<file path="src/hw/rtl/spq_pkg.sv">
// ----------------------------------------------------------------------------
// spq_pkg
// Shared types and constants for the sorted priority queue.
// ----------------------------------------------------------------------------
package spq_pkg;

  localparam int ID_W   = 14;
  localparam int REQ_W  = 3;
  localparam int STAT_W = 2;
  localparam int OCC_W  = 5;

  typedef enum logic [STAT_W-1:0] {
    ST_INSERTED = 2'd0,
    ST_REMOVED  = 2'd1,
    ST_FULL     = 2'd2,
    ST_EMPTY    = 2'd3
  } status_t;

  typedef enum logic {
    ACT_INSERT = 1'b0,
    ACT_REMOVE = 1'b1
  } action_t;

  // Per-cycle command broadcast to every cell of the chain.
  typedef struct packed {
    logic ins;
    logic rem;
  } cell_ctrl_t;

endpackage

</file>
<file path="src/hw/rtl/spq_cell.sv">
// ----------------------------------------------------------------------------
// spq_cell
// One slot of the sorted chain: holds a key and an id, compares its key with
// the incoming key, and takes the new entry or a neighbor's entry on command.
// ----------------------------------------------------------------------------
module spq_cell #(
  parameter int KEY_BITS = 3
) (
  input  logic                     clk,
  input  spq_pkg::cell_ctrl_t      ctrl,
  input  logic                     occ,
  input  logic [KEY_BITS-1:0]      new_key,
  input  logic [spq_pkg::ID_W-1:0] new_id,
  input  logic                     ge_prev,
  input  logic [KEY_BITS-1:0]      prev_key,
  input  logic [spq_pkg::ID_W-1:0] prev_id,
  input  logic [KEY_BITS-1:0]      next_key,
  input  logic [spq_pkg::ID_W-1:0] next_id,
  output logic                     ge,
  output logic [KEY_BITS-1:0]      key,
  output logic [spq_pkg::ID_W-1:0] id
);

  // Stored entries ahead of the new one keep their place (ties stay ahead).
  assign ge = occ && (key >= new_key);

  always_ff @(posedge clk) begin
    if (ctrl.ins) begin
      if (!ge) begin
        if (ge_prev) begin
          key <= new_key;
          id  <= new_id;
        end else begin
          key <= prev_key;
          id  <= prev_id;
        end
      end
    end else if (ctrl.rem) begin
      key <= next_key;
      id  <= next_id;
    end
  end

endmodule

</file>
<file path="src/hw/rtl/sorted_priority_queue_core.sv">
// ----------------------------------------------------------------------------
// sorted_priority_queue_core
// Bounded priority queue kept sorted in a chain of cells, highest key first,
// first-come order among equal keys.
// ----------------------------------------------------------------------------
//  channel | signals                                   | direction
//  --------+-------------------------------------------+----------
//  in      | in_valid/in_ready, action, priority_req,  | to block
//          | vehicle_id                                |
//  out     | out_valid/out_ready, status, out_priority,| from block
//          | out_vehicle_id, occupancy                 |
//
// Every cell compares and shifts in parallel, and the result sits in an
// output register in the cycle after acceptance.
// A new word is taken while the output register is empty or being drained,
// so back-to-back words flow at one per cycle with out_ready high.
// A stall on out holds the result and drops in_ready.
// Reset clears the fill count and the output valid; slot contents are
// meaningless until written and are never read beyond the fill count.
// ----------------------------------------------------------------------------
module sorted_priority_queue_core #(
  parameter int DEPTH    = 16,
  parameter int KEY_BITS = 3
) (
  input  logic                       clk,
  input  logic                       rst,
  input  logic                       in_valid,
  output logic                       in_ready,
  input  logic                       action,
  input  logic [spq_pkg::REQ_W-1:0]  priority_req,
  input  logic [spq_pkg::ID_W-1:0]   vehicle_id,
  output logic                       out_valid,
  input  logic                       out_ready,
  output logic [spq_pkg::STAT_W-1:0] status,
  output logic [spq_pkg::REQ_W-1:0]  out_priority,
  output logic [spq_pkg::ID_W-1:0]   out_vehicle_id,
  output logic [spq_pkg::OCC_W-1:0]  occupancy
);

  localparam int CW = $clog2(DEPTH + 1);

  logic [CW-1:0]            count;
  logic [CW-1:0]            count_next;
  logic                     accept;
  logic                     is_full;
  logic                     is_empty;
  logic [KEY_BITS-1:0]      new_key;
  spq_pkg::cell_ctrl_t      ctrl;
  spq_pkg::status_t         stat_next;
  logic [DEPTH-1:0]         occ;
  logic [DEPTH-1:0]         ge;
  logic [KEY_BITS-1:0]      keys [DEPTH];
  logic [spq_pkg::ID_W-1:0] ids  [DEPTH];

  assign in_ready = !out_valid || out_ready;
  assign accept   = in_valid && in_ready;
  assign is_full  = (count == CW'(DEPTH));
  assign is_empty = (count == '0);
  assign new_key  = KEY_BITS'(priority_req);

  always_comb begin
    ctrl       = '0;
    count_next = count;
    stat_next  = spq_pkg::ST_INSERTED;
    if (action == spq_pkg::ACT_INSERT) begin
      if (is_full) begin
        stat_next = spq_pkg::ST_FULL;
      end else begin
        ctrl.ins   = accept;
        count_next = count + 1'b1;
      end
    end else begin
      if (is_empty) begin
        stat_next = spq_pkg::ST_EMPTY;
      end else begin
        stat_next  = spq_pkg::ST_REMOVED;
        ctrl.rem   = accept;
        count_next = count - 1'b1;
      end
    end
  end

  genvar g;
  generate
    for (g = 0; g < DEPTH; g++) begin : g_cell
      localparam int PREV = (g == 0) ? 0 : g - 1;
      localparam int NEXT = (g == DEPTH - 1) ? g : g + 1;

      assign occ[g] = (CW'(g) < count);

      spq_cell #(
        .KEY_BITS (KEY_BITS)
      ) u_cell (
        .clk      (clk),
        .ctrl     (ctrl),
        .occ      (occ[g]),
        .new_key  (new_key),
        .new_id   (vehicle_id),
        .ge_prev  ((g == 0) ? 1'b1 : ge[PREV]),
        .prev_key (keys[PREV]),
        .prev_id  (ids[PREV]),
        .next_key (keys[NEXT]),
        .next_id  (ids[NEXT]),
        .ge       (ge[g]),
        .key      (keys[g]),
        .id       (ids[g])
      );
    end
  endgenerate

  always_ff @(posedge clk) begin
    if (rst) begin
      count     <= '0;
      out_valid <= 1'b0;
    end else begin
      if (accept) begin
        count     <= count_next;
        out_valid <= 1'b1;
      end else if (out_ready) begin
        out_valid <= 1'b0;
      end
    end
  end

  // Result payload: load with the word, hold while stalled.
  always_ff @(posedge clk) begin
    if (accept) begin
      status    <= stat_next;
      occupancy <= spq_pkg::OCC_W'(count_next);
      if (stat_next == spq_pkg::ST_REMOVED) begin
        out_priority   <= spq_pkg::REQ_W'(keys[0]);
        out_vehicle_id <= ids[0];
      end else begin
        out_priority   <= '0;
        out_vehicle_id <= '0;
      end
    end
  end

  a_count_bound: assert property (@(posedge clk) disable iff (rst)
    count <= CW'(DEPTH))
    else $error("fill count exceeds depth");

  a_stall_blocks: assert property (@(posedge clk) disable iff (rst)
    (out_valid && !out_ready) |-> !in_ready)
    else $error("word taken while result stalled");

  a_full_reject: assert property (@(posedge clk) disable iff (rst)
    (accept && action == spq_pkg::ACT_INSERT && is_full)
      |=> (status == spq_pkg::ST_FULL && $stable(count)))
    else $error("insert on full queue not rejected");

  a_remove_count: assert property (@(posedge clk) disable iff (rst)
    (accept && action == spq_pkg::ACT_REMOVE && !is_empty)
      |=> (count == $past(count) - 1'b1 && status == spq_pkg::ST_REMOVED))
    else $error("remove did not shrink queue");

  a_sorted_head: assert property (@(posedge clk) disable iff (rst)
    occ[1] |-> (keys[0] >= keys[1]))
    else $error("head entry out of order");

endmodule
</file>
<file path="config.mk">
export PLATFORM = sky130hd
export DESIGN_NAME = sorted_priority_queue_core
export DESIGN_NICKNAME = d
export VERILOG_FILES = /design/src/hw/rtl/spq_pkg.sv /design/src/hw/rtl/spq_cell.sv /design/src/hw/rtl/sorted_priority_queue_core.sv
export SDC_FILE = /design/constraint.sdc
export NUM_CORES = 1
export LEC_CHECK = 0
export ABC_AREA = 0
export BUFFER_PORTS_ARGS = -buffer_cell sky130_fd_sc_hd__buf_2
export CORE_MARGIN = 3
export CORE_UTILIZATION = 70
export CTS_BUF_LIST = sky130_fd_sc_hd__clkbuf_4 sky130_fd_sc_hd__clkbuf_8
export CTS_CLUSTER_SIZE = 16
export DETAILED_ROUTE_END_ITERATION = 10
export PLACE_DENSITY = 0.93
export SLEW_MARGIN = 20
export SYNTH_ARGS = -nofsm -noshare
export SYNTH_HDL_FRONTEND = slang
export SYNTH_SLANG_ARGS = --single-unit
</file>
<file path="constraint.sdc">
create_clock -name clk -period 7.1 [get_ports clk]
set_clock_uncertainty 0.05 [all_clocks]
set_input_delay 1.42 -clock clk [delete_from_list [all_inputs] [get_ports clk]]
set_output_delay 1.42 -clock clk [all_outputs]
set_load 0.01 [all_outputs]
</file>
==> results of run 1 <==
-- flip-flops by register name, summed over array words and instances (netlist names) --
register / flops
count: 5
g_cell.u_cell.id: 224
g_cell.u_cell.key: 48
occupancy: 5
out_priority: 3
out_valid: 1
out_vehicle_id: 14
status: 2
-- report_power, final --
part,switching [uW],internal (uW),leakage [uW]
registers,153,2270,0.00286
logic,670,301,0.00280
clock network,700,736,0.000473
total,1520,3300,0.00613
-- per-stage QoR --
step	hold WS, ns	instances	util [%]	cell area, um2
global placement	0.4771	1727	73.05	16790
finish	0.5094	1812	77.00	17700
detailed placement	0.4817	1727	73.05	16790
global route	0.5164	1812	77.00	17700
CTS	0.5119	1811	76.95	17690
floorplan	0.4642	1484	-	16640
-- worst max-delay path by stage --
stage | endpoint | from | depth (start not counted)
4_1_cts | g_cell[1].u_cell.id[0] | count[1] | 7
3_5_place_dp | g_cell[6].u_cell.id[9] | action | 6
5_1_grt | g_cell[6].u_cell.id[7] | count[1] | 7
2_1_floorplan | g_cell[11].u_cell.id[0] | priority_req[1] | 6
6_report | g_cell[6].u_cell.id[6] | count[1] | 5
3_3_place_gp | g_cell[8].u_cell.id[10] | action | 6
-- final cells by class --
| type | count | area (um2) |
|---|---|---|
| inverters | 25 | 93.84 |
| flip-flops and latches | 302 | 9009 |
| multi-input cells | 1008 | 6797 |
| clock inverters | 18 | 86.33 |
| fillers | 1267 | 5288 |
| well taps | 313 | 391.6 |
| repair buffers | 80 | 511.7 |
| clock buffers | 66 | 808.3 |
-- worst reg2reg max path, stage by stage, from the launching register on --
cell     delay (ns)
dfxtp_1        0.86
inv_1          0.27
ha_1           0.30
or4b_2         0.40
nand4_1        0.77
nand2_1        0.92
-- kinds of logic after synthesis --
logic type / count (synthesis) / share of synthesized area (%)
XOR/XNOR: 2 / 0.1053
multiplexers: 18 / 1.218
flip-flops: 302 / 54.14
adder cells (fa/ha/maj): 52 / 3.910
AO/OA/AOI/OAI: 563 / 25.75
buffers and inverters: 174 / 5.045
AND/OR/NAND/NOR: 373 / 9.835
-- routing by layer --
layer	GRT usage, %	up-vias
met3	9.364	192
met1	48.77	6390
met5	0	-
met4	16.61	0
met2	52.23	1337
li1	-	5830
-- layout by cell type (no fill, tap or decap), drive strengths merged, types with 2 or more instances in the layout --
master    Yosys  final
nand4         2      2
nor3          2      2
nor2b         2      2
and3         17     17
nand3         3      3
o21ai        21     21
edfxtp      296    296
a311oi        3      3
buf          97     80
clkinvlp      0      2
or3           4      4
dfxtp         6      6
a41oi         2      2
a21o         14     14
nor2         17     17
inv          25     26
o221ai       14     14
mux2         18     18
nand2b       18     18
a2bb2oi       2      2
clkinv        0     15
nand2       284    284
a21oi        16     16
a31oi        12     12
and2          2      2
a2111oi       2      2
clkbuf       52     66
or2          15     15
ha           52     52
a211oi        7      7
o211ai      462    462
==> results.cfg, run 1 <==
[timing]
fin_tns_setup_ns = 0
period_minus_slack_ns = 3.963
rsz0062_at_grt = no
tightest_slew_ns = 1.095
hold_viol = 0
finalCritPeriodShare_pct = 55.82
max_freq_ghz = 0.2523
slew_viol_final = 0
worst_slack_ns = 3.137
setup_violations = 0
relSlewSlack_pct = 26.85

[clocking]
clockBufferDepth = 3
hold_buffers = 0
insertion_delay_ns = 0.57
cts_setup_buffers = 0
clock-root-buffer = clkbuf_8
clkSinkCount = 302
path_clk_slew_ns = 0.06
h-tree-depth = 2
cts_made_buffers = 47
cts_tree = built
cts_resized = 0

[min_path]
hold-path-cell-count = 2
min_to = g_cell[0].u_cell.id[0]
hold_class = flip-flop to flip-flop
min-delay-start = g_cell[1].u_cell.id[0]

[power_and_ir_drop]
power_uw = 4828
irDropWorstVdd_mv = 0.1361
power-per-cell-area_nw_per_um2 = 272.8
p_leak_uw = 0.006129

[yosys]
avgSynthCellArea_um2 = 11.21
synth-edff-count = 296
ys_ff_latch = 302
synth_area_leaders = edfxtp_1 (53%), o211ai_1 (21%), nand2_1 (6.4%), ha_1 (3.9%), buf_2 (2.1%)
synthFlopType = edfxtp_1
ys_warn_count = 0
synthArstFlopShare_pct = 0
synth_area_um2 = 16640
synth_top_area_share_pct = 53.42
yosys.area.top_type = edfxtp_1
synth_most_common_cell = o211ai_1
synth_common_cells = o211ai_1 (458), edfxtp_1 (296), nand2_1 (282)
synth_nets = 1558
synth_cell_type_count = 64
syn_inst = 1484
synth_seq_area_share_pct = 54.14

[run]
max-cap-violations = 0

[detailed_routing]
drt-met1-wl_mm = 16.44
wl_per_cell_um = 25.54
ant_nets = 0
routed_wl_mm = 46.29
wl_met3_mm = 7.025
firstDrtPassIters = 6
vias = 13749
drc = 0
top_layer_used = met4
dr.first_iter.drc_count = 2637
via_per_inst = 7.588
met2_wirelength_mm = 20.45

[layout]
nets = 1538
syn_to_final_growth_pct = 6.354
drive_above_1_share_pct = 13.41
n_antenna_cell = 0

[worst_setup_path]
critPathKind = flip-flop to flip-flop
critPathArrivalTime_ns = 4.09
slowest_stage = nand2_1
worstPathRequired_ns = 7.23
cp_max_fo = 20
r2r_end = g_cell[6].u_cell.id[6]
worst_setup_path_start_kind = flip-flop
crit_chain = inv_1 > ha_1 > or4b_2 > nand4_1 > nand2_1
endpoint_kind = flip-flop
reg2reg_depth = 5
cp_slowest_stage_delay_ns = 0.91
path_buf_inv = 1
path_delay_family = simple AND/OR/NAND/NOR gates
r2r_slack_ns = 3.14
timing.rr.start = count[1]

[die]
row_count = 55
die_h_um = 160.2
die_w_um = 160.2
dieArea_um2 = 25660
coreArea_um2 = 22980
initial_utilization_pct = 72.40
ios = 48

[placed_design]
dpl.hpwl_mm = 29.37
pre_cts_ws_ns = 2.499
port-buffer-count = 47
gp_congestion = 1.008

[global_routing]
track_usage_pct = 35.17
grt.overflow.total = 0
grt_max_degree = 153
antenna_found_initial = 0
grt_pass1_wl_mm = 71.60
grt_pass1_vias = 12761

[run_status]
status = finished, final reports clean
No activity file was read; power rests on OpenSTA's default activity.
==> run 2, diff against run 1 <==
ABC_AREA = 1   (was 0)
CORE_UTILIZATION = 65   (was 70)
PLACE_DENSITY = 0.88   (was 0.93)
clock period = 3.95 ns   (was 7.1 ns; I/O delays follow)
==> run 2 against run 1 <==
Hold slack lost 0.062 ns. Highest routed layer is now met5. Critical endpoint is now g_cell[0].u_cell.id[5]. Synthesized cell count rose by 47%. Sequential share of layout area decreased by 2.2 points. Via count rose by 7.7%. Count of clock-buffer cells in the layout fell by 3. Setup slack worse by 2.3 ns. Total power rose by 88%. Die area increased by 9.2%.
==> results.cfg, run 2 <==
[die]
dieArea_um2 = 28020
die_h_um = 167.4
coreArea_um2 = 25400
initial_utilization_pct = 66.67
ios = 48
die_w_um = 167.4
row_count = 58

[clocking]
clock-root-buffer = clkbuf_8
cts_setup_buffers = 0
h-tree-depth = 2
clkSinkCount = 302
hold_buffers = 0
clockBufferDepth = 3
path_clk_slew_ns = 0.07
cts_made_buffers = 50
cts_resized = 0
insertion_delay_ns = 0.58
cts_tree = built

[detailed_routing]
drc = 0
firstDrtPassIters = 6
dr.first_iter.drc_count = 2072
ant_nets = 0
routed_wl_mm = 45.62
vias = 14814
wl_per_cell_um = 17.46
via_per_inst = 5.669

[worst_setup_path]
critPathKind = flip-flop to flip-flop
slowest_stage = nand2_1
cp_num_cells = 7
worstPathRequired_ns = 4.09
cp_max_fo = 17
path_delay_family = simple AND/OR/NAND/NOR gates
r2r_end = g_cell[0].u_cell.id[5]
timing.rr.start = count[0]
worst_setup_path_start_kind = flip-flop
crit_start = count[0]
endpoint_kind = flip-flop
cp_slowest_stage_delay_ns = 0.82
r2r_slack_ns = 0.82
crit_chain = clkinv_1 > ha_1 > nand3_1 > nand2_1 > inv_1 > nand2_1 > nand2_1
critPathArrivalTime_ns = 3.27
cpMostUsedCell = nand2_1
path_buf_inv = 2
reg2reg_depth = 7

[power_and_ir_drop]
swShare_pct = 31.75
switching_power_uw = 2881
irDropWorstVdd_mv = 0.3799
clkPwrFrac_pct = 29.7
p_leak_uw = 0.01059
power-per-cell-area_nw_per_um2 = 490.8
p_int_uw = 6193
seqPwrFrac_pct = 48.1
power_uw = 9075
combPwrFrac_pct = 22.2

[yosys]
synth_common_cells = nand2_1 (1,302), edfxtp_1 (296), inv_1 (260)
synthFlopType = edfxtp_1
synth_nets = 2255
synth-edff-count = 296
synth_most_common_cell = nand2_1
synth_top_area_share_pct = 52.49
syn_inst = 2181
synth_cell_type_count = 24
synth_seq_area_share_pct = 53.20
synth_area_leaders = edfxtp_1 (52%), nand2_1 (29%), inv_1 (5.8%), ha_1 (3.8%), nand3_1 (1.6%)
ys_warn_count = 0
avgSynthCellArea_um2 = 7.764
synthArstFlopShare_pct = 0
yosys.area.top_type = edfxtp_1
ys_ff_latch = 302
synth_area_um2 = 16930

[min_path]
min-delay-start = rst
hold_class = primary input to flip-flop
min_to = out_valid
hold-path-cell-count = 2

[timing]
worst_slack_ns = 0.8179
setup_violations = 0
slew_viol_final = 0
tightest_slew_ns = 1.139
fin_tns_setup_ns = 0
max_freq_ghz = 0.3193
relSlewSlack_pct = 24.09
rsz0062_at_grt = no
period_minus_slack_ns = 3.132
hold_viol = 0
finalCritPeriodShare_pct = 79.29

[layout]
nFillCells = 1800
syn_to_final_growth_pct = 9.200
final_common_cell = nand2_1
largest_register_ffs = 224
multi_input_area_um2 = 6480
regArea_um2 = 9009
n_antenna_cell = 0
drive_above_1_share_pct = 8.629
layout_common_cells = nand2_1 (1,302), edfxtp_1 (296), inv_1 (260)
nets = 2322
biggestRegsByFlops = g_cell.u_cell.id (224), g_cell.u_cell.key (48), out_vehicle_id (14)
regMostFlops = g_cell.u_cell.id

[global_routing]
use_met3_pct = 5.878
grt_max_degree = 150
grt_pass1_wl_mm = 71.93
gr-usage-met1_pct = 41.27
antenna_found_initial = 2
top_usage_layer = met2
grt_pass1_vias = 14496
grt_util_met2_pct = 51.99
track_usage_pct = 31.88
grt.overflow.total = 0

[placed_design]
port-buffer-count = 47
dpl.hpwl_mm = 30.61
pre_cts_ws_ns = 0.6667
gp_congestion = 0.9535

[run]
max-cap-violations = 0

[run_status]
status = finished, final reports clean
-- run 2: worst max path at each step --
stage,end,slack (ns)
floorplan,g_cell[15].u_cell.id[0],0.84
global placement,g_cell[7].u_cell.id[1],0.70
detailed placement,g_cell[7].u_cell.id[7],0.67
CTS,g_cell[7].u_cell.id[13],0.86
global route,g_cell[7].u_cell.id[13],0.58
finish,g_cell[0].u_cell.id[5],0.82
-- run 2: logic make-up (layout without fill, tap and decap cells) --
logic type,Yosys count,in the layout,share of synthesized area [%]
xor gates and xnor gates,2,2,0.1035
AOI/OAI and AO/OA,57,57,1.759
and+or+nand+nor,1419,1419,32.56
buffers and inverters,349,451,8.527
DFF,302,302,53.20
adders and majority gates,52,52,3.842
-- run 2: layer usage --
metal  share of wire, %  vias up
met4                5.7        2
met2                 47      964
met5              0.050        -
met3                 11      233
met1                 37     6741
li1                   -     6874
-- run 2: metrics by stage --
stage / instance area (um2) / utilization, % / hold WS [ns] / instances
floorplan: 16930 / - / 0.4444 / 2181
global placement: 17540 / 69.07 / 0.4561 / 2526
detailed placement: 17540 / 69.07 / 0.4672 / 2526
CTS: 18490 / 72.80 / 0.4214 / 2613
global route: 18490 / 72.80 / 0.4436 / 2613
finish: 18490 / 72.80 / 0.4475 / 2613
-- run 2: layout make-up --
class / instances / share of cell area [%]
multi-input combinational: 1530 / 35.05
tap: 330 / 2.233
clock buffer: 63 / 4.283
clock inverter: 24 / 0.8391
inverter: 264 / 5.386
sequential: 302 / 48.72
timing repair buffer: 100 / 3.492
-- run 2: worst register-to-register path, stage by stage, from the launching register on --
cell      delay, ns
dfxtp_1        0.43
clkinv_1       0.27
ha_1           0.34
nand3_1        0.13
nand2_1        0.08
inv_1          0.11
nand2_1        0.50
nand2_1        0.83
-- run 2: power by group through the flow --
stage          logic (uW)  registers (uW)  clock network, uW
3_3_place_gp         1860            4400                  0
4_1_cts              1980            4350               2700
5_1_grt              2260            4390               2840
3_5_place_dp         1960            4410                  0
2_1_floorplan        1400            4330                  0
6_report             2010            4370               2700
